## src/sv/slal_pkg.sv

```systemverilog
`timescale 1ns / 1ps
// ----------------------------------------------------------------------------
// Sequential list package
// Shared types, codes and defaults for the bounded append/remove list.
// ----------------------------------------------------------------------------
package slal_pkg;

   localparam int LIST_CAPACITY = 10;

   localparam logic OP_APPEND = 1'b0;
   localparam logic OP_REMOVE = 1'b1;

   typedef enum logic [1:0] {
      STATUS_APPENDED  = 2'd0,
      STATUS_FULL      = 2'd1,
      STATUS_REMOVED   = 2'd2,
      STATUS_NOT_FOUND = 2'd3
   } status_type;

   typedef struct packed {
      logic               opcode;
      logic signed [31:0] item_value;
   } req_type;

   typedef struct packed {
      status_type  status;
      logic [3:0]  entry_count;
      logic [31:0] append_total;
      logic [3:0]  removed_position;
   } rsp_type;

   typedef enum logic [2:0] {
      CTRL_IDLE,
      CTRL_DECIDE,
      CTRL_READ,
      CTRL_COMPARE,
      CTRL_SHIFT_READ,
      CTRL_SHIFT_WRITE
   } ctrl_state_type;

   typedef struct packed {
      logic       load;
      logic       mem_read;
      logic       append_write;
      logic       shift_write;
      logic       index_clear;
      logic       index_step;
      logic       position_capture;
      logic       length_decrement;
      logic       respond;
      status_type rsp_status;
   } cmd_type;

   typedef struct packed {
      logic is_remove;
      logic full;
      logic empty;
      logic match;
      logic last;
   } sts_type;

endpackage

```

## src/sv/slal_ctrl.sv

```systemverilog
`timescale 1ns / 1ps
// ----------------------------------------------------------------------------
// Sequential list controller
// State machine that steps the datapath through append, search and shift.
// ----------------------------------------------------------------------------
module slal_ctrl (
   input  logic             clock,
   input  logic             reset,
   input  logic             start,
   output logic             busy,
   input  slal_pkg::sts_type sts,
   output slal_pkg::cmd_type cmd
);
   import slal_pkg::*;

   ctrl_state_type state_ff;
   ctrl_state_type state_in;

   always_ff @(posedge clock) begin
      if (reset) begin
         state_ff <= CTRL_IDLE;
      end else begin
         state_ff <= state_in;
      end
   end

   always_comb begin
      state_in = state_ff;
      case (state_ff)
         CTRL_IDLE: begin
            if (start) begin
               state_in = CTRL_DECIDE;
            end
         end
         CTRL_DECIDE: begin
            if (sts.is_remove && !sts.empty) begin
               state_in = CTRL_READ;
            end else begin
               state_in = CTRL_IDLE;
            end
         end
         CTRL_READ: begin
            state_in = CTRL_COMPARE;
         end
         CTRL_COMPARE: begin
            if (sts.last) begin
               state_in = CTRL_IDLE;
            end else if (sts.match) begin
               state_in = CTRL_SHIFT_READ;
            end else begin
               state_in = CTRL_READ;
            end
         end
         CTRL_SHIFT_READ: begin
            state_in = CTRL_SHIFT_WRITE;
         end
         CTRL_SHIFT_WRITE: begin
            if (sts.last) begin
               state_in = CTRL_IDLE;
            end else begin
               state_in = CTRL_SHIFT_READ;
            end
         end
         default: begin
            state_in = CTRL_IDLE;
         end
      endcase
   end

   always_comb begin
      cmd = '0;
      cmd.rsp_status = STATUS_APPENDED;
      busy = 1'b1;
      case (state_ff)
         CTRL_IDLE: begin
            busy = 1'b0;
            cmd.load = start;
         end
         CTRL_DECIDE: begin
            if (!sts.is_remove) begin
               cmd.respond = 1'b1;
               if (sts.full) begin
                  cmd.rsp_status = STATUS_FULL;
               end else begin
                  cmd.append_write = 1'b1;
                  cmd.rsp_status = STATUS_APPENDED;
               end
            end else if (sts.empty) begin
               cmd.respond = 1'b1;
               cmd.rsp_status = STATUS_NOT_FOUND;
            end else begin
               cmd.index_clear = 1'b1;
            end
         end
         CTRL_READ: begin
            cmd.mem_read = 1'b1;
         end
         CTRL_COMPARE: begin
            if (sts.match) begin
               cmd.position_capture = 1'b1;
               if (sts.last) begin
                  cmd.length_decrement = 1'b1;
                  cmd.respond = 1'b1;
                  cmd.rsp_status = STATUS_REMOVED;
               end else begin
                  cmd.index_step = 1'b1;
               end
            end else if (sts.last) begin
               cmd.respond = 1'b1;
               cmd.rsp_status = STATUS_NOT_FOUND;
            end else begin
               cmd.index_step = 1'b1;
            end
         end
         CTRL_SHIFT_READ: begin
            cmd.mem_read = 1'b1;
         end
         CTRL_SHIFT_WRITE: begin
            cmd.shift_write = 1'b1;
            if (sts.last) begin
               cmd.length_decrement = 1'b1;
               cmd.respond = 1'b1;
               cmd.rsp_status = STATUS_REMOVED;
            end else begin
               cmd.index_step = 1'b1;
            end
         end
         default: begin
            busy = 1'b1;
         end
      endcase
   end

endmodule

```

## src/sv/slal_dpath.sv

```systemverilog
`timescale 1ns / 1ps
// ----------------------------------------------------------------------------
// Sequential list datapath
// Entry memory, length and append counters, scan index and result register.
// ----------------------------------------------------------------------------
module slal_dpath #(
   parameter int CAPACITY = slal_pkg::LIST_CAPACITY
) (
   input  logic              clock,
   input  logic              reset,
   input  slal_pkg::req_type req_data,
   input  slal_pkg::cmd_type cmd,
   output slal_pkg::sts_type sts,
   output logic              rsp_strobe,
   output slal_pkg::rsp_type rsp_data
);
   import slal_pkg::*;

   localparam int IDX_W = (CAPACITY > 1) ? $clog2(CAPACITY) : 1;
   localparam int LEN_W = $clog2(CAPACITY + 1);

   logic [31:0]      mem [CAPACITY];
   logic [31:0]      rd_data_ff;
   logic             op_ff;
   logic [31:0]      value_ff;
   logic [LEN_W-1:0] len_ff;
   logic [LEN_W-1:0] len_in;
   logic [31:0]      total_ff;
   logic [31:0]      total_in;
   logic [LEN_W-1:0] idx_ff;
   logic [LEN_W-1:0] idx_prev;
   logic [LEN_W:0]   idx_next;
   logic [LEN_W-1:0] pos_ff;
   logic [LEN_W-1:0] pos_in;
   logic             rsp_strobe_ff;
   rsp_type          rsp_ff;
   logic [IDX_W-1:0] wr_addr;
   logic [31:0]      wr_data;
   logic             wr_en;

   assign idx_next = {1'b0, idx_ff} + (LEN_W + 1)'(1);
   assign idx_prev = idx_ff - LEN_W'(1);

   assign sts.is_remove = (op_ff == OP_REMOVE);
   assign sts.full      = (len_ff == LEN_W'(CAPACITY));
   assign sts.empty     = (len_ff == '0);
   assign sts.match     = (rd_data_ff == value_ff);
   assign sts.last      = (idx_next >= {1'b0, len_ff});

   assign wr_en   = cmd.append_write || cmd.shift_write;
   assign wr_addr = cmd.append_write ? len_ff[IDX_W-1:0] : idx_prev[IDX_W-1:0];
   assign wr_data = cmd.append_write ? value_ff : rd_data_ff;

   always_ff @(posedge clock) begin
      if (wr_en) begin
         mem[wr_addr] <= wr_data;
      end
      if (cmd.mem_read) begin
         rd_data_ff <= mem[idx_ff[IDX_W-1:0]];
      end
   end

   always_comb begin
      len_in = len_ff;
      total_in = total_ff;
      if (cmd.append_write) begin
         len_in = len_ff + LEN_W'(1);
         if (total_ff != '1) begin
            total_in = total_ff + 32'd1;
         end
      end else if (cmd.length_decrement) begin
         len_in = len_ff - LEN_W'(1);
      end
      pos_in = cmd.position_capture ? idx_ff : pos_ff;
   end

   always_ff @(posedge clock) begin
      if (cmd.load) begin
         op_ff    <= req_data.opcode;
         value_ff <= req_data.item_value;
      end
      if (cmd.index_clear) begin
         idx_ff <= '0;
      end else if (cmd.index_step) begin
         idx_ff <= idx_next[LEN_W-1:0];
      end
      pos_ff <= pos_in;
      if (cmd.respond) begin
         rsp_ff.status       <= cmd.rsp_status;
         rsp_ff.entry_count  <= 4'(len_in);
         rsp_ff.append_total <= total_in;
         rsp_ff.removed_position <=
            (cmd.rsp_status == STATUS_REMOVED) ? 4'(pos_in) : 4'd0;
      end
   end

   always_ff @(posedge clock) begin
      if (reset) begin
         len_ff        <= '0;
         total_ff      <= '0;
         rsp_strobe_ff <= 1'b0;
      end else begin
         len_ff        <= len_in;
         total_ff      <= total_in;
         rsp_strobe_ff <= cmd.respond;
      end
   end

   assign rsp_strobe = rsp_strobe_ff;
   assign rsp_data   = rsp_ff;

endmodule

```

## src/sv/sequential_list_append_remove.sv

```systemverilog
`timescale 1ns / 1ps
// An append, or any request refused at once, holds busy only in the decide state
// and its response strobes in the first cycle after busy falls.
// A remove holds busy while it scans the entries and shifts the later ones down:
// the single-port entry memory costs a read and a compare or write per entry.
// The response strobe cannot be stalled.
// Reset empties the list and clears the append total; entries are not cleared.
// ----------------------------------------------------------------------------
// Sequential list with append and remove
// Bounded ordered list; removes the first matching entry and closes the gap.
// ----------------------------------------------------------------------------
module sequential_list_append_remove #(
   parameter int CAPACITY = slal_pkg::LIST_CAPACITY
) (
   input  logic              clock,
   input  logic              reset,
   input  logic              start,
   output logic              busy,
   input  slal_pkg::req_type req_data,
   output logic              rsp_strobe,
   output slal_pkg::rsp_type rsp_data
);
   import slal_pkg::*;

   cmd_type cmd;
   sts_type sts;

   slal_ctrl u_ctrl (
      .clock (clock),
      .reset (reset),
      .start (start),
      .busy  (busy),
      .sts   (sts),
      .cmd   (cmd)
   );

   slal_dpath #(
      .CAPACITY (CAPACITY)
   ) u_dpath (
      .clock      (clock),
      .reset      (reset),
      .req_data   (req_data),
      .cmd        (cmd),
      .sts        (sts),
      .rsp_strobe (rsp_strobe),
      .rsp_data   (rsp_data)
   );

   a_accept_busy: assert property (@(posedge clock) disable iff (reset)
      (start && !busy) |=> busy)
      else $error("accepted request did not raise busy");

   a_strobe_after_busy: assert property (@(posedge clock) disable iff (reset)
      rsp_strobe |-> $past(busy))
      else $error("response strobe without a request in progress");

   a_append_counted: assert property (@(posedge clock) disable iff (reset)
      (rsp_strobe && rsp_data.status == STATUS_APPENDED)
         |-> (rsp_data.append_total != 32'd0) && (rsp_data.entry_count != 4'd0
              || CAPACITY > 15))
      else $error("append reported without count or length");

   a_position_zero: assert property (@(posedge clock) disable iff (reset)
      (rsp_strobe && rsp_data.status != STATUS_REMOVED)
         |-> (rsp_data.removed_position == 4'd0))
      else $error("position reported for a request that removed nothing");

endmodule
```

## config.mk

```make
export PLATFORM = sky130hd
export DESIGN_NAME = sequential_list_append_remove
export DESIGN_NICKNAME = d
export VERILOG_FILES = /design/src/sv/slal_pkg.sv /design/src/sv/slal_ctrl.sv /design/src/sv/slal_dpath.sv /design/src/sv/sequential_list_append_remove.sv
export SDC_FILE = /design/constraint.sdc
export NUM_CORES = 1
export LEC_CHECK = 0
export ABC_AREA = 1
export BUFFER_PORTS_ARGS = -buffer_cell sky130_fd_sc_hd__clkbuf_2
export CAP_MARGIN = 20
export CORE_ASPECT_RATIO = 2
export CORE_UTILIZATION = 55
export CTS_BUF_LIST = sky130_fd_sc_hd__clkbuf_8
export CTS_CLUSTER_DIAMETER = 200
export DETAILED_ROUTE_END_ITERATION = 6
export GPL_TIMING_DRIVEN = 0
export PLACE_DENSITY = 0.82
export REMOVE_ABC_BUFFERS = 1
export SLEW_MARGIN = 20
export SYNTH_ARGS = -nofsm -noshare
export SYNTH_HDL_FRONTEND = slang
export SYNTH_SLANG_ARGS = --single-unit
```

## constraint.sdc

```tcl
create_clock -name clock -period 3.7 [get_ports clock]
set_clock_uncertainty 0.1 [all_clocks]
set_input_delay 0 -clock clock [delete_from_list [all_inputs] [get_ports clock]]
set_output_delay 0 -clock clock [all_outputs]
set_load 0.03 [all_outputs]
```

; ---- Word level (Yosys, flattened, before mapping)
; Memory sizes are Yosys's and may differ from the RTL's. A register that Yosys moved wholly into a read port is not among the register bits.
; Cells that the tools add are included.
[op_classes]
reduce_logical = 7
eq_ne = 10
n_lt_le_gt_ge = 1
muxes = 37
addsub = 5
[op_table]
columns = cell, count
row1 = $mux W32, 3
row2 = $add A32 B1 Y32 const B, 1
row3 = $eq A32 B32 Y1, 1
row4 = $ne A32 B32 Y1 const B, 1
row5 = $mux W3, 8
row6 = $mux W4, 5
row7 = $pmux W3 S6, 1
row8 = $mux W1, 16
row9 = $pmux W3 S3, 1
row10 = $sub A4 B1 Y4 const B, 2
row11 = $eq A3 B2 Y1 const B, 2
row12 = $eq A3 B3 Y1 const B, 2
row13 = $add A4 B1 Y5 const B, 1
row14 = $ge A5 B4 Y1, 1
row15 = $add A4 B1 Y4 const B, 1
row16 = $eq A4 B4 Y1 const B, 1
row17 = $logic_not A4 Y1, 1
row18 = $mux W2, 2
row19 = $reduce_or A2 Y1, 2
row20 = $eq A3 B1 Y1 const B, 1
row21 = $logic_not A3 Y1, 1
row22 = $eq A2 B2 Y1 const B, 1
row23 = $ne A2 B2 Y1 const B, 1
row24 = $pmux W1 S2, 1
row25 = 3 further kinds, 3
[word_totals]
inputBits = 36
ramBits = 320
regBits = 123
elab_cells = 73
n_memories = 1
[memory_table]
columns = memory, depth, word_bits, read_ports, rd_clocked_by_memory_dff, wr, line_no
row1 = u_dpath.mem, 10, 32, 1, 1, 1, slal_dpath.sv:22  ; logic [31:0] mem [CAPACITY];

; ---- Logic depth before layout (Yosys ltp)
[logic_depth]
depth_word = 7
depth_mapped = 18
depth_no_buf = 15

; ---- By module
; A second synthesis with hierarchy kept.
[unflattened]
cells_unflattened = 1717
hier_area_um2 = 19737.7
[by_module_without_submodules]
columns = module, cells_each, instances, area_per_inst_um2
row1 = slal_dpath, 1661, 1, 19403.6
row2 = slal_ctrl, 56, 1, 334.1

; ---- Worst setup path before layout
; Ideal clock, no wire load.
[synth_timing]
kind = register to register
startpoint = register u_dpath.idx_ff[0]
endpoint = memory u_dpath.mem[3][0], enable pin
setup_slack_ns = -0.088
required_time_ns = 3.179
path_stages_with_launch = 11
t_arrival_ns = 3.267
synth_period_minus_slack_ns = 3.788
path_cell_list = dfxtp_1 buf_2 inv_2 buf_2 buf_2 buf_2 ha_1 or2_2 o21ai_2 nand2_1 nor2_1
[synth_via]
elab_chain_len = 2
[synth_rtl]
columns = element, line_no
row1 = start: declaration, slal_dpath.sv:30  ; logic [LEN_W-1:0] idx_ff;
row2 = start signal: assignment, slal_dpath.sv:85  ; idx_ff <= idx_next[LEN_W-1:0];
row3 = $sub A4 B1 Y4, slal_dpath.sv:42  ; assign idx_prev = idx_ff - LEN_W'(1);
row4 = $mux W4, slal_dpath.sv:51  ; assign wr_addr = cmd.append_write ? len_ff[IDX_W-1:0] : idx_prev[IDX_W-1:0];
row5 = end: declaration, slal_dpath.sv:22
; No other way between the ends.

; ---- Final worst setup path
[layout_timing]
startpoint = register u_dpath.idx_ff[1]
endpoint = memory u_dpath.mem[9][29], enable pin
; The elaborated chain is that of the path after synthesis.

==> flow_summary_export.csv <==
group,metric,value,unit
die,die_height,270,um
worst_setup_path,worst-endpoint-arrival,3860,ps
worst_setup_path,worstSetupPathType,"flip-flop to flip-flop",
sta,post-route-min-period,3620,ps
global_routing,first_global_vias,14900,
layout,register_area,13800,um2
pwr,p_per_area,606,nW/um2
route,met1_length,17.1,mm
layout,multi_input_area,5300,um2
run,max-cap-violations,0,
yosys,avgSynthCellArea,11.5,um2
route,met2RoutedLength,28.2,mm
route,drt-initial-drc-count,1860,
yosys,synthesis.area,19700,um2
worst_setup_path,crit_required,3940,ps
clocking,cts_tree,"built",
die,initial_core_util,0.560,
sta,hold_ws,30.1,ps
global_routing,grt_max_degree,61,
sta,finalCritPeriodShare,0.978,
route,dr_wl_met3,6.09,mm
sta,slew_violations,0,
layout,nFillCells,2316,
min_path,hp-class,"primary input to flip-flop",
die,die_w,136,um
route,wl_per_cell,23.7,um
sta,final_hold_viol_count,0,
yosys,yosysTopAreaCell,"edfxtp_1",
die,pin_count,80,
clocking,cts_buffers,59,
yosys,ys_warn_count,0,
yosys,synth.most_common_cell,"edfxtp_1",
sta,slew_headroom,0.225,
placement,place_hpwl,29.3,mm
worst_setup_path,cp-end-kind,"flip-flop",
route,vias_per_cell,6.31,
route,vias,15000,
placement,io_buffer_count,79,
global_routing,overflow,0,
die,dieArea,36600,um2
die,rows,97,
yosys,synth_cell_types,40,
worst_setup_path,worstPathMaxFanout,39,
global_routing,grt_pass1_wl,81.7,mm
placement,place_area,20900,um2
yosys,synth-edff-count,427,
yosys,synth_cells,1709,
sta,max_freq,0.276,GHz
yosys,async_reset_ff_frac,0,
global_routing,groute.usage.overall,0.304,
clocking,ctsHtreeMaxLevel,2,
route,drt_wl_total,56.1,mm
layout,nets,1931,
sta,worst_slew_pin_slew,1160,ps
yosys,synthTopCellsByArea,"edfxtp_1, o21ai_0, nand2_1",
layout,postLayoutCellArea,23200,um2
clocking,clk_pin_slew,80,ps
layout,syn2layout_area_growth,17.6,%
placement,gp_congestion,0.984,
run_status,status,"finished, final reports clean",
route,highest_layer,"met4",
yosys,ys_seq_area_frac,0.700,
clocking,ctsRootBufferMaster,"clkbuf_8",
yosys,ys.flop_type,"edfxtp_1",
route,drtPass1Iterations,7,
worst_setup_path,cp-start-kind,"flip-flop",
yosys,synth_common_cells,"edfxtp_1, nand2_1, nor2_1, o21ai_0, o22ai_1",
clocking,clock_path_buffers,3,
yosys,ys_ff_latch,475,
clocking,cts_sinks,475,
yosys,synth_top_area_share,0.651,
pwr,power,14.0,mW
layout,fin_util,0.658,
pwr,ir_drop,0.000360,V
die,core_area,35200,um2
route,drc,0,
sta,finalSetupViolations,0,
route,ant_nets,0,
layout,drive_gt1_frac,0.137,
global_routing,antenna_found_initial,1,
pwr,p_leak,8.59,nW
sta,rsz0062_at_grt,"false",
clocking,clkLatencyLatePin,650,ps
==> kinds of logic after synthesis <==
logic type | share of synthesized area
buffers and inverters | 0.0372
adders and majority gates | 0.00635
DFF | 0.700
xor gates and xnor gates | 0.0231
and+or+nand+nor | 0.130
AOI/OAI and AO/OA | 0.104
==> critical path: stages, from the launching register on <==
cell	delay, ps
dfxtp_4	460
buf_16	220
inv_4	290
buf_12	280
ha_1	210
xnor2_1	130
nor2_1	90
nor2_2	200
inv_1	100
or2_1	300
nor3_4	260
buf_8	200
buf_8	190
buf_8	200
==> cells in the final DEF (no fill, tap or decap), types with 5 or more instances in the layout <==
master,n
edfxtp_1,427
nand2_1,272
nor2_1,246
o21ai_0,211
o22ai_1,98
inv_1,97
clkbuf_2,79
dlygate4sd3_1,66
clkbuf_8,63
dfxtp_1,44
a21oi_1,36
xnor2_1,32
nand3_1,31
o21ai_1,24
xor2_1,18
nor3_1,18
buf_12,15
inv_2,14
nor2_4,14
buf_4,13
ha_1,10
clkinv_1,10
buf_16,10
buf_8,6
nor3_4,5
nand4_1,5
clkinv_2,5
==> power by group <==
group / switching, mW / internal [mW]
Sequential: 0.233 / 6.27
Combinational: 2.53 / 1.22
Clock: 1.92 / 1.84
==> layout make-up <==
type                    instances  share of cell area
repair buffers                196              0.0856
clock buffers                  63              0.0374
flip-flops and latches        475               0.595
inverters                      96              0.0169
well taps                     445              0.0240
multi-input cells            1057               0.229
diodes                          1            0.000108
clock inverters                39              0.0116
==> sequential cells by signal, indices dropped and copies added (netlist names), 3 cells and up <==
| name | cells |
|---|---|
| u_dpath.total_ff | 32 |
| u_dpath.rd_data_ff | 32 |
| u_ctrl.state_ff | 3 |
| u_dpath.len_ff | 4 |
| u_dpath.mem | 320 |
| u_dpath.pos_ff | 4 |
| u_dpath.idx_ff | 4 |
| u_dpath.rsp_data | 42 |
| u_dpath.value_ff | 32 |
==> repair_timing <==
action | CTS | global route
hold buffers | 66 | 0
gates cloned | 5 | 3
endpoints found under the setup margin | 376 | 135
hold endpoints to repair | 67 | 0
pin swaps | 9 | 1
setup buffers | 16 | 2
resized for setup | 5 | 6
==> final timing paths <==
kind                  startpoint                    to  slack [ps]  depth (start not counted)
min reg2reg  u_dpath.total_ff[9]   u_dpath.total_ff[9]         440                          2
min                 req_data[29]  u_dpath.value_ff[29]          30                          2
max            u_dpath.idx_ff[1]    u_dpath.mem[9][29]          80                         13
max reg2reg    u_dpath.idx_ff[1]    u_dpath.mem[9][29]          80                         13
==> metal layers <==
metal  up-vias  GRT usage
met5         -          0
met4         0      0.241
met3       368     0.0626
met2      1258      0.513
met1      6967      0.325
li1       6371          -
==> metrics by stage <==
stage	std cells	worst slack, ps	setup TNS, ps
detailed placement	2176	-1320	-352420
finish	2372	80.7	0
floorplan	1625	-3710	-1438150
global route	2372	21.9	0
CTS	2365	23.8	0
global placement	2149	-9060	-3488410
(Power assumes the default switching activity.)
